==> src/hw/rtl/bpa_pkg.sv <==
// Binned profile accumulator: shared types, constants and codes.
// Used by bpa_ctrl, bpa_dp and binned_profile_accumulator_unit.
`default_nettype none

package bpa_pkg;

   localparam int DETECTOR_COUNT = 540;
   localparam int MAX_GROUPS     = 8;
   localparam int MAX_BINS       = 64;

   localparam logic [15:0] CHARGE_TOP = 16'd38400;

   localparam logic [6:0]  CHARGE_BINS_RESET   = 7'd50;
   localparam logic [6:0]  POSITION_BINS_RESET = 7'd10;
   localparam logic [6:0]  TIME_BINS_RESET     = 7'd24;
   localparam logic [14:0] HALF_RANGE_RESET    = 15'd6144;

   localparam int BIN_STEPS = 7;
   localparam int DIV_STEPS = 57;

   localparam logic [1:0] CMD_CHARGE   = 2'd0;
   localparam logic [1:0] CMD_HEIGHT   = 2'd1;
   localparam logic [1:0] CMD_RESPONSE = 2'd2;

   localparam logic [1:0] ST_FILLED       = 2'd0;
   localparam logic [1:0] ST_OUT_OF_RANGE = 2'd1;
   localparam logic [1:0] ST_BAD_TARGET   = 2'd2;
   localparam logic [1:0] ST_SATURATED    = 2'd3;

   localparam logic [1:0] REG_CHARGE_BINS   = 2'd0;
   localparam logic [1:0] REG_POSITION_BINS = 2'd1;
   localparam logic [1:0] REG_TIME_BINS     = 2'd2;
   localparam logic [1:0] REG_HALF_RANGE    = 2'd3;

   typedef struct packed {
      logic [1:0]         command;
      logic [9:0]         detector;
      logic [2:0]         group_index;
      logic [5:0]         time_sample;
      logic [15:0]        charge;
      logic signed [15:0] position;
      logic signed [23:0] sample;
   } req_type;

   typedef struct packed {
      logic [1:0]         status;
      logic [5:0]         bin_index;
      logic [31:0]        entry_count;
      logic signed [23:0] bin_mean;
      logic [47:0]        bin_mean_square;
   } rsp_type;

   typedef struct packed {
      logic clr;
      logic capture;
      logic bin_step;
      logic check;
      logic read;
      logic mul;
      logic prep;
      logic div_step;
      logic finish;
      logic reject;
   } cmd_type;

   typedef struct packed {
      logic clr_last;
      logic range_ok;
      logic target_ok;
      logic saturated;
      logic is_charge;
   } stat_type;

endpackage

`default_nettype wire

==> src/hw/rtl/bpa_ctrl.sv <==
// Binned profile accumulator controller: sequences clear pass, bin search,
// store access, divider steps and response handoff. Uses bpa_pkg.
`default_nettype none

module bpa_ctrl (
   input  wire logic              clock,
   input  wire logic              reset,
   input  wire logic              req_valid,
   output logic                   req_ready,
   output logic                   rsp_valid,
   input  wire logic              rsp_ready,
   input  wire bpa_pkg::stat_type stat,
   output bpa_pkg::cmd_type       cmd
);

   typedef enum logic [3:0] {
      S_CLEAR, S_IDLE, S_BIN, S_CHECK, S_READ, S_EVAL,
      S_MUL, S_PREP, S_DIV, S_FINISH, S_REJECT
   } state_type;

   state_type  state_ff, state_in;
   logic [5:0] step_ff, step_in;
   logic       rsp_valid_ff, rsp_valid_in;
   logic       slot_free;

   always_comb begin
      slot_free    = !rsp_valid_ff || rsp_ready;
      state_in     = state_ff;
      step_in      = step_ff;
      rsp_valid_in = rsp_valid_ff && !rsp_ready;
      cmd          = '0;
      case (state_ff)
         S_CLEAR: begin
            cmd.clr = 1'b1;
            if (stat.clr_last) begin
               state_in = S_IDLE;
            end
         end
         S_IDLE: begin
            if (req_valid) begin
               cmd.capture = 1'b1;
               step_in     = '0;
               state_in    = S_BIN;
            end
         end
         S_BIN: begin
            cmd.bin_step = 1'b1;
            step_in      = step_ff + 6'd1;
            if (step_ff == 6'(bpa_pkg::BIN_STEPS - 1)) begin
               state_in = S_CHECK;
            end
         end
         S_CHECK: begin
            cmd.check = 1'b1;
            state_in  = (stat.range_ok && stat.target_ok) ? S_READ : S_REJECT;
         end
         S_READ: begin
            cmd.read = 1'b1;
            state_in = S_EVAL;
         end
         S_EVAL: begin
            if (stat.saturated) begin
               state_in = S_REJECT;
            end else if (stat.is_charge) begin
               state_in = S_FINISH;
            end else begin
               state_in = S_MUL;
            end
         end
         S_MUL: begin
            cmd.mul  = 1'b1;
            state_in = S_PREP;
         end
         S_PREP: begin
            cmd.prep = 1'b1;
            step_in  = '0;
            state_in = S_DIV;
         end
         S_DIV: begin
            cmd.div_step = 1'b1;
            step_in      = step_ff + 6'd1;
            if (step_ff == 6'(bpa_pkg::DIV_STEPS - 1)) begin
               state_in = S_FINISH;
            end
         end
         S_FINISH: begin
            if (slot_free) begin
               cmd.finish   = 1'b1;
               rsp_valid_in = 1'b1;
               state_in     = S_IDLE;
            end
         end
         S_REJECT: begin
            if (slot_free) begin
               cmd.reject   = 1'b1;
               rsp_valid_in = 1'b1;
               state_in     = S_IDLE;
            end
         end
         default: begin
            state_in = S_IDLE;
         end
      endcase
   end

   always_ff @(posedge clock) begin
      if (reset) begin
         state_ff     <= S_CLEAR;
         step_ff      <= '0;
         rsp_valid_ff <= 1'b0;
      end else begin
         state_ff     <= state_in;
         step_ff      <= step_in;
         rsp_valid_ff <= rsp_valid_in;
      end
   end

   assign req_ready = state_ff == S_IDLE;
   assign rsp_valid = rsp_valid_ff;

   a_no_rsp_in_clear: assert property (@(posedge clock) disable iff (reset)
      state_ff == S_CLEAR |-> !rsp_valid_ff)
      else $error("response during clear pass");

   a_load_into_free_slot: assert property (@(posedge clock) disable iff (reset)
      (cmd.finish || cmd.reject) |-> (!rsp_valid_ff || rsp_ready))
      else $error("response register overwritten");

   a_div_bound: assert property (@(posedge clock) disable iff (reset)
      state_ff == S_DIV |-> step_ff <= 6'(bpa_pkg::DIV_STEPS - 1))
      else $error("divider step count overrun");

   a_clear_alone: assert property (@(posedge clock) disable iff (reset)
      cmd.clr |-> !(cmd.finish || cmd.capture))
      else $error("store write during clear pass");

endmodule

`default_nettype wire

==> config.mk <==
export PLATFORM = sky130hd
export DESIGN_NAME = bpa_ctrl
export DESIGN_NICKNAME = d
export VERILOG_FILES = /design/src/hw/rtl/bpa_pkg.sv /design/src/hw/rtl/bpa_ctrl.sv
export SDC_FILE = /design/constraint.sdc
export NUM_CORES = 1
export LEC_CHECK = 0
export BUFFER_PORTS_ARGS = -buffer_cell sky130_fd_sc_hd__buf_2
export CAP_MARGIN = 20
export CORE_MARGIN = 10
export CORE_UTILIZATION = 35
export DETAILED_ROUTE_END_ITERATION = 8
export PLACE_DENSITY = 0.54
export SLEW_MARGIN = 20
export SYNTH_ARGS = -nofsm -noshare
export SYNTH_HDL_FRONTEND = slang
export SYNTH_SLANG_ARGS = --single-unit
==> constraint.sdc <==
create_clock -name clock -period 3.6 [get_ports clock]
set_clock_uncertainty 0.1 [all_clocks]
set_input_delay 0.36 -clock clock [delete_from_list [all_inputs] [get_ports clock]]
set_output_delay 0.36 -clock clock [all_outputs]
set_load 0.005 [all_outputs]
==> results of run 1 <==
==> cell families after synthesis <==
logic type	synth area share
buffers and inverters	0.0647
and+or+nand+nor	0.333
adders and majority gates	0.0462
DFF	0.271
muxes	0.0139
xor gates and xnor gates	0.0108
AOI/OAI and AO/OA	0.260
==> how the worst min path moves through the flow <==
stage / to / from / cells past startpoint
3_3_place_gp: rsp_valid$_SDFF_PP0_ / rsp_valid$_SDFF_PP0_ / 2
2_1_floorplan: state_ff[1]$_SDFFE_PP0P_ / reset / 1
4_1_cts: state_ff[2]$_SDFFE_PP0P_ / stat[2] / 3
6_report: state_ff[2]$_SDFFE_PP0P_ / stat[2] / 3
3_5_place_dp: step_ff[5]$_SDFFE_PP0P_ / step_ff[5]$_SDFFE_PP0P_ / 1
5_1_grt: state_ff[2]$_SDFFE_PP0P_ / stat[2] / 3
==> cell type report <==
type	count	area, µm²	share of cell area
Multi-Input combinational cell	80	539	0.574
Inverter	5	18.8	0.0200
Tap cell	28	35.0	0.0373
Sequential cell	11	220	0.234
Timing Repair Buffer	20	100	0.107
Clock buffer	4	26.3	0.0280
==> cells in the final DEF, fill, tap and decap left out, types with 2 or more instances in the layout <==
master	instances
nand2_1	9
inv_1	4
ha_1	3
dfxtp_1	11
o31ai_1	2
o21ai_0	2
buf_2	20
clkbuf_4	3
nand2b_1	3
a31oi_1	3
nor3_1	3
nor2b_1	5
nor4b_1	2
nor4_1	2
a21oi_1	10
a311oi_1	5
nand3_1	3
nor2_1	8
==> per-stage QoR <==
step                hold slack [ns]  total power [mW]  utilization  instance area, µm²  cells
CTS                           0.266             0.560        0.425                 940    148
detailed placement            0.414             0.471        0.413                 913    144
finish                        0.263             0.555        0.425                 940    148
global placement              0.404             0.471        0.413                 913    144
global route                  0.270             0.605        0.425                 940    148
floorplan                     0.359             0.409            -                 812    102
==> metal layers <==
metal / part of all wire / global-route usage / wire length [µm] / vias up
met1: 0.48 / 0.112 / 1000 / 359
met2: 0.43 / 0.138 / 893 / 16
li1: - / - / - / 414
met5: 0 / 0 / 0 / -
met4: 0.022 / 0.0603 / 46 / 0
met3: 0.069 / 0.0489 / 144 / 5
==> report_power, final <==
part           leakage, nW  total, mW  switching (mW)  internal [mW]
Sequential          0.0891      0.201          0.0602          0.141
Clock               0.0150     0.0881          0.0450         0.0431
Combinational        0.273      0.266           0.144          0.123
==> sequential cells by signal, indices dropped and copies added (netlist names) <==
register and count:
rsp_valid 1, state_ff 4, step_ff 6
==> worst register-to-register path, stage by stage, from the launching register on <==
cell and delay [ns]:
dfxtp_1 0.69, or4b_2 0.73, a21oi_2 0.19, a31oi_1 0.10
a311oi_1 0.24
==> results_dict.tcl, run 1 <==
set metrics [dict create \
    status "finished clean" \
    setup_viol 0 \
    cts.clk_slew.worst_paths_ns 0.07 \
    wl_per_cell_um 14.1 \
    r2r_cells 4 \
    root_buffer "clkbuf_4" \
    path_max_fanout 19 \
    synth.distinct_cells 40 \
    antenna_found_initial 0 \
    grt_max_degree 20 \
    worstSetupStartpoint "state_ff[1]$_SDFFE_PP0P_" \
    syn-num-nets 114 \
    critPathTopFamily "simple AND/OR/NAND/NOR gates" \
    die_w_um 68.2 \
    tns_ns 0 \
    cp.depth 3 \
    dr.pass1.iters 4 \
    antenna_left 0 \
    grt_pass1_vias 742 \
    post-cts-setup-buffer-count 0 \
    synth_most_common_cell "dfxtp_1" \
    cts.path.max_buffers 2 \
    wirelength_um 2090 \
    layout_setup_ws_ns 1.25 \
    drt_iter0_drc 24 \
    finalMaxSlewViolations 0 \
    cts_hold_buf 0 \
    avgViaCountPerCell 5.36 \
    yosys-top-cells-count "dfxtp_1, a21oi_1, nand2_1" \
    numClockSinks 11 \
    syn_to_final_growth_pct 15.7 \
    synth.avg_cell_area_um2 7.96 \
    cts_buffers 3 \
    yosysTopAreaCellShare 0.271 \
    r2r_end "step_ff[5]$_SDFFE_PP0P_" \
    crit_type "flip-flop to output port" \
    dp_slack_ns 1.49 \
    vias 794 \
    crit_chain "or4b_2 > inv_1 > buf_2" \
    synth-async-reset-ratio 0 \
    cap_violations 0 \
    synth_top_cell_by_area "dfxtp_1" \
    arrival_ns 1.89 \
    ys.flop_type "dfxtp_1" \
    ir_drop_mv 0.262 \
    n_antenna_cell 0 \
    coreArea_um2 2210 \
    grt.overflow.total 0 \
    worst_slew_pin_slew_ns 0.691 \
    syn_inst 102 \
    grt_usage 0.0966 \
    rows 17 \
    rsz0062_at_grt "no" \
    slowest_stage "or4b_2" \
    gp_congestion 0.783 \
    start_util 0.367 \
    synth_seq_cells 11 \
    drive_above_1_share 0.275 \
    endpoint "cmd[7]" \
    h-tree-depth 1 \
    max_stage_delay_ns 0.73 \
    fillers 243 \
    synth-edff-count 0 \
    io_pins 21 \
    cp.required_ns 3.14 \
    yosysWarnings 0 \
    p_leak_nw 0.377 \
    drcViolationCount 0 \
    dieArea_um2 4650 \
    r2r-start "state_ff[1]$_SDFFE_PP0P_" \
    finalHoldViolCount 0 \
    cts_resized 0 \
    dpl.hpwl_um 1570 \
    yosysSeqAreaShare 0.271 \
    period_needed_ns 2.35 \
    crit_buf_inv 2 \
    cts_tree "yes" \
    power_density_nw_per_um2 591 \
    port_buffers 20 \
    fin_crit_sh 0.652 \
    fmax_ghz 0.426 \
    cp-start-kind "flip-flop" \
    die_h_um 68.2 \
    end_kind "output port" \
    r2r_slack_ns 1.47 \
    timing.slew.headroom 0.535 \
    synthTopCellsByArea "dfxtp_1, a21oi_1, a311oi_1" \
    clock_latency_ns 0.28 \
    netlist_area_um2 812 \
    grt_pass1_wl_um 3380 \
    fin_nets 133 \
    holdCritPathClass "input port to flip-flop" \
]
Power figures use the tool's default switching activity.
==> inputs of run 2 (changes only) <==
- clock period: 3.6 -> 2.2 ns (I/O delays scaled with it)
==> run 2 against run 1 <==
  * Clock power increased by 60%
  * Setup slack got worse by 1.1 ns
  * Die area unchanged
  * Sequential cell count unchanged
  * Total power is 72% higher
  * Sequential power rose by 50%
  * Via count grew 5.5%
  * Design area up 3.2%
  * Core utilization is 1.4 points higher
  * Non-clock buffer count is 4 higher
  * Cell count rose by 2.7%
  * Global-route usage increased by 0.19 points
  * Critical path type is now flip-flop to flip-flop
  * Critical endpoint is now state_ff[0]$_SDFFE_PP0P_
==> results_dict.tcl, run 2 (synthesized netlist as in run 1, its figures left out) <==
set metrics [dict create \
    multi_input_area_um2 539 \
    cp.required_ns 2.28 \
    timing.slew.headroom 0.671 \
    start_util 0.367 \
    vias 838 \
    end_kind "flip-flop" \
    power_uw 953 \
    dpl.hpwl_um 1710 \
    grt_usage 0.0985 \
    grt_max_degree 14 \
    cts_buffers 3 \
    antenna_found_initial 0 \
    cap_violations 0 \
    min_path_cells 3 \
    grt_pass1_wl_um 3580 \
    r2r_slack_ns 0.17 \
    post-cts-setup-buffer-count 0 \
    numClockSinks 11 \
    die_h_um 68.2 \
    r2r_cells 5 \
    r2r-start "state_ff[0]$_SDFFE_PP0P_" \
    largest_register_ffs 6 \
    cp-start-kind "flip-flop" \
    arrival_ns 2.12 \
    grt_pass1_vias 811 \
    fin_nets 137 \
    n_antenna_cell 0 \
    worst_slew_pin_slew_ns 0.489 \
    cts_tree "yes" \
    finalHoldViolCount 0 \
    rows 17 \
    path_max_fanout 13 \
    crit_type "flip-flop to flip-flop" \
    ir_drop_mv 0.425 \
    power_density_nw_per_um2 983 \
    syn_to_final_growth_pct 19.4 \
    tns_ns 0 \
    rsz0062_at_grt "no" \
    die_w_um 68.2 \
    port_buffers 20 \
    holdCritPathClass "input port to flip-flop" \
    endpoint "state_ff[0]$_SDFFE_PP0P_" \
    h-tree-depth 1 \
    clock_latency_ns 0.27 \
    cts.path.max_buffers 2 \
    r2r_end "state_ff[0]$_SDFFE_PP0P_" \
    status "finished clean" \
    dieArea_um2 4650 \
    grt.overflow.total 0 \
    fin_crit_sh 0.925 \
    cts_hold_buf 0 \
    drt_iter0_drc 22 \
    antenna_left 0 \
    fin_hold_ws_ns 0.137 \
    avgViaCountPerCell 5.51 \
    setup_viol 0 \
    dr.pass1.iters 4 \
    drive_above_1_share 0.298 \
    io_pins 21 \
    fmax_ghz 0.491 \
    finalMaxSlewViolations 0 \
    drcViolationCount 0 \
    cts_resized 0 \
    coreArea_um2 2210 \
    worstSetupStartpoint "state_ff[0]$_SDFFE_PP0P_" \
    regArea_um2 220 \
    period_needed_ns 2.03 \
    root_buffer "clkbuf_4" \
    regMostFlops "step_ff" \
    layout_commonest_cell "buf_2" \
    wirelength_um 2240 \
    p_leak_nw 0.399 \
    cts.clk_slew.worst_paths_ns 0.07 \
    fillers 247 \
    final_cell_mix "buf_2, dfxtp_1, a21oi_1" \
    gp_congestion 0.828 \
    wl_per_cell_um 14.7 \
]
[run 2: cell count changes in the layout (fill, tap and decap cells not counted)]
| cell | change |
|---|---|
| buf_4 | +4 |
[run 2: report_power, final]
group | switching [mW] | total [mW] | internal, mW
Clock | 0.0703 | 0.141 | 0.0703
Combinational | 0.281 | 0.512 | 0.230
Sequential | 0.0703 | 0.301 | 0.230
[run 2: layout make-up]
cell class / count / area share
inverter: 5 / 0.0194
sequential: 11 / 0.227
clock buffer: 4 / 0.0271
tap: 28 / 0.0361
multi-input combinational: 80 / 0.556
timing repair buffer: 24 / 0.134
[run 2: worst max-delay path, stage by stage (launching register included)]
cell      delay (ns)
dfxtp_1         0.59
or4b_4          0.26
inv_2           0.05
o31a_1          0.12
or4_4           0.54
a221oi_2        0.29
[run 2: worst min-delay path by stage]
| stage | from | endpoint | slack (ns) |
|---|---|---|---|
| after detailed placement | step_ff[5]$_SDFFE_PP0P_ | step_ff[5]$_SDFFE_PP0P_ | 0.41 |
| final | stat[2] | state_ff[2]$_SDFFE_PP0P_ | 0.14 |
| after global routing | stat[2] | state_ff[2]$_SDFFE_PP0P_ | 0.14 |
| after global placement | step_ff[5]$_SDFFE_PP0P_ | step_ff[5]$_SDFFE_PP0P_ | 0.41 |
| after floorplan | reset | state_ff[1]$_SDFFE_PP0P_ | 0.22 |
| after CTS | stat[2] | state_ff[2]$_SDFFE_PP0P_ | 0.14 |
[run 2: metal layers]
metal	GRT usage	share of wire
met5	0	0
met4	0.0377	0.013
met3	0.0424	0.064
met2	0.148	0.45
met1	0.122	0.47
[run 2: through the flow]
stage	setup WS, ns	area [µm²]	utilization	instances
finish	0.165	970	0.438	152
global route	0.0866	970	0.438	152
CTS	0.192	970	0.438	152
detailed placement	0.201	943	0.426	148
global placement	0.279	943	0.426	148
floorplan	0.409	812	-	102
==> inputs of run 3 (changes only) <==
- PLACE_DENSITY: 0.54 -> default
- PLACE_DENSITY_LB_ADDON: default -> 0.05
==> run 3 against run 2 <==
  * Sequential power fell by 2%
  * First-iteration DRC count rose by 140%
  * Global-route usage rose by 0.16 points
  * Critical path depth fell by 2
  * Total power fell by 1.8%
  * Sequential share of layout area fell by 0.17 points
  * Clock power barely moved
  * Hold slack improved by 0.029 ns
  * Sequential cell count did not move
  * Non-clock buffer count rose by 1
  * Combinational power fell by 2%
==> results_dict.tcl, run 3 (synthesized netlist as in run 1, its figures left out) <==
set metrics [dict create \
    status "finished clean" \
    switching_share 0.431 \
    dp_cells 149 \
    syn_to_final_growth_pct 20.3 \
    pwr-share-clk 0.149 \
    die_h_um 68.2 \
    dpl.hpwl_um 1740 \
    power_uw 936 \
    regMostFlops "step_ff" \
    tns_ns 0 \
    r2r_end "state_ff[0]$_SDFFE_PP0P_" \
    cts.clk_slew.worst_paths_ns 0.07 \
    post-cts-setup-buffer-count 0 \
    largest_register_ffs 6 \
    arrival_ns 1.69 \
    rows 17 \
    final_cell_mix "buf_2, dfxtp_1, a21oi_1" \
    period_needed_ns 2.01 \
    numClockSinks 11 \
    dp_slack_ns 0.217 \
    antenna_found_initial 0 \
    grt_pass1_vias 802 \
    grt_max_degree 15 \
    n_antenna_cell 0 \
    grt_usage 0.100 \
    wirelength_um 2140 \
    drive_above_1_share 0.304 \
    drt_iter0_drc 52 \
    crit_type "flip-flop to output port" \
    switchingPower_uw 403 \
    p_leak_nw 0.404 \
    cts_buffers 3 \
    grt_pass1_wl_um 3600 \
    finalMaxSlewViolations 0 \
    end_kind "output port" \
    port_buffers 20 \
    r2r-start "state_ff[0]$_SDFFE_PP0P_" \
    dr.pass1.iters 5 \
    io_pins 21 \
    vias 817 \
    clock_latency_ns 0.27 \
    cap_violations 0 \
    timing.slew.headroom 0.703 \
    layout_setup_ws_ns 0.189 \
    p_int_uw 533 \
    coreArea_um2 2210 \
    cts.path.max_buffers 2 \
    pwr-share-comb 0.537 \
    cp-start-kind "flip-flop" \
    layout_commonest_cell "buf_2" \
    r2r_slack_ns 0.22 \
    fin_cells 153 \
    rsz0062_at_grt "no" \
    cp.required_ns 1.88 \
    die_w_um 68.2 \
    min_path_cells 3 \
    ir_drop_mv 0.631 \
    h-tree-depth 1 \
    holdCritPathClass "input port to flip-flop" \
    seqPwrFrac 0.314 \
    fillers 251 \
    cts_resized 0 \
    antenna_left 0 \
    avgViaCountPerCell 5.34 \
    whs_endpoint "state_ff[2]$_SDFFE_PP0P_" \
    drcViolationCount 0 \
    start_util 0.367 \
    finalHoldViolCount 0 \
    fmax_ghz 0.497 \
    fin_crit_sh 0.914 \
    grt.overflow.total 0 \
    worstSetupStartpoint "state_ff[0]$_SDFFE_PP0P_" \
    setup_viol 0 \
    cts_hold_buf 0 \
    gp_congestion 0.837 \
    path_max_fanout 13 \
    min_from "stat[2]" \
    worst_slew_pin_slew_ns 0.441 \
    power_density_nw_per_um2 958 \
    cts_tree "yes" \
    fin_nets 138 \
    dieArea_um2 4650 \
    r2r_cells 5 \
    wl_per_cell_um 14.0 \
    root_buffer "clkbuf_4" \
    fin_hold_ws_ns 0.166 \
]
run 3: changes by cell type in the layout (fill, tap and decap cells not counted), sizes merged:
cell	before	now
buf	24	25
run 3: worst max-delay path by stage:
stage,endpoint,slack (ns)
after detailed placement,state_ff[0]$_SDFFE_PP0P_,0.22
after global routing,state_ff[1]$_SDFFE_PP0P_,0.08
after floorplan,state_ff[0]$_SDFFE_PP0P_,0.41
after CTS,cmd[7],0.17
after global placement,state_ff[0]$_SDFFE_PP0P_,0.29
final,cmd[7],0.19
run 3: metrics by stage:
step | utilization | instance area [µm²]
2_1_floorplan | - | 812
3_3_place_gp | 0.430 | 951
3_5_place_dp | 0.430 | 951
4_1_cts | 0.442 | 977
5_1_grt | 0.442 | 977
6_report | 0.442 | 977
run 3: final cells by class:
cell class	count	area, µm²	area share
multi-input cells	80	539	0.552
inverters	5	18.8	0.0192
clock buffers	4	26.3	0.0269
repair buffers	25	138	0.141
flip-flops and latches	11	220	0.225
well taps	28	35.0	0.0359
run 3: critical path: stages (launching register included):
cell     delay, ns
dfxtp_1       0.43
or4b_2        0.77
inv_1         0.11
buf_2         0.11
run 3: metal layers:
layer / vias to the layer above / track usage / wire length [µm]
li1: 427 / - / -
met1: 370 / 0.112 / 911
met2: 18 / 0.173 / 1130
met3: 2 / 0.0392 / 81
met4: 0 / 0.0276 / 12
met5: - / 0 / 0
run 3: power by group through the flow:
stage	sequential (mW)	combinational (mW)	clock, mW
detailed placement	0.300	0.508	0
global route	0.304	0.566	0.153
finish	0.294	0.503	0.139
floorplan	0.257	0.412	0
global placement	0.298	0.511	0
CTS	0.295	0.511	0.144
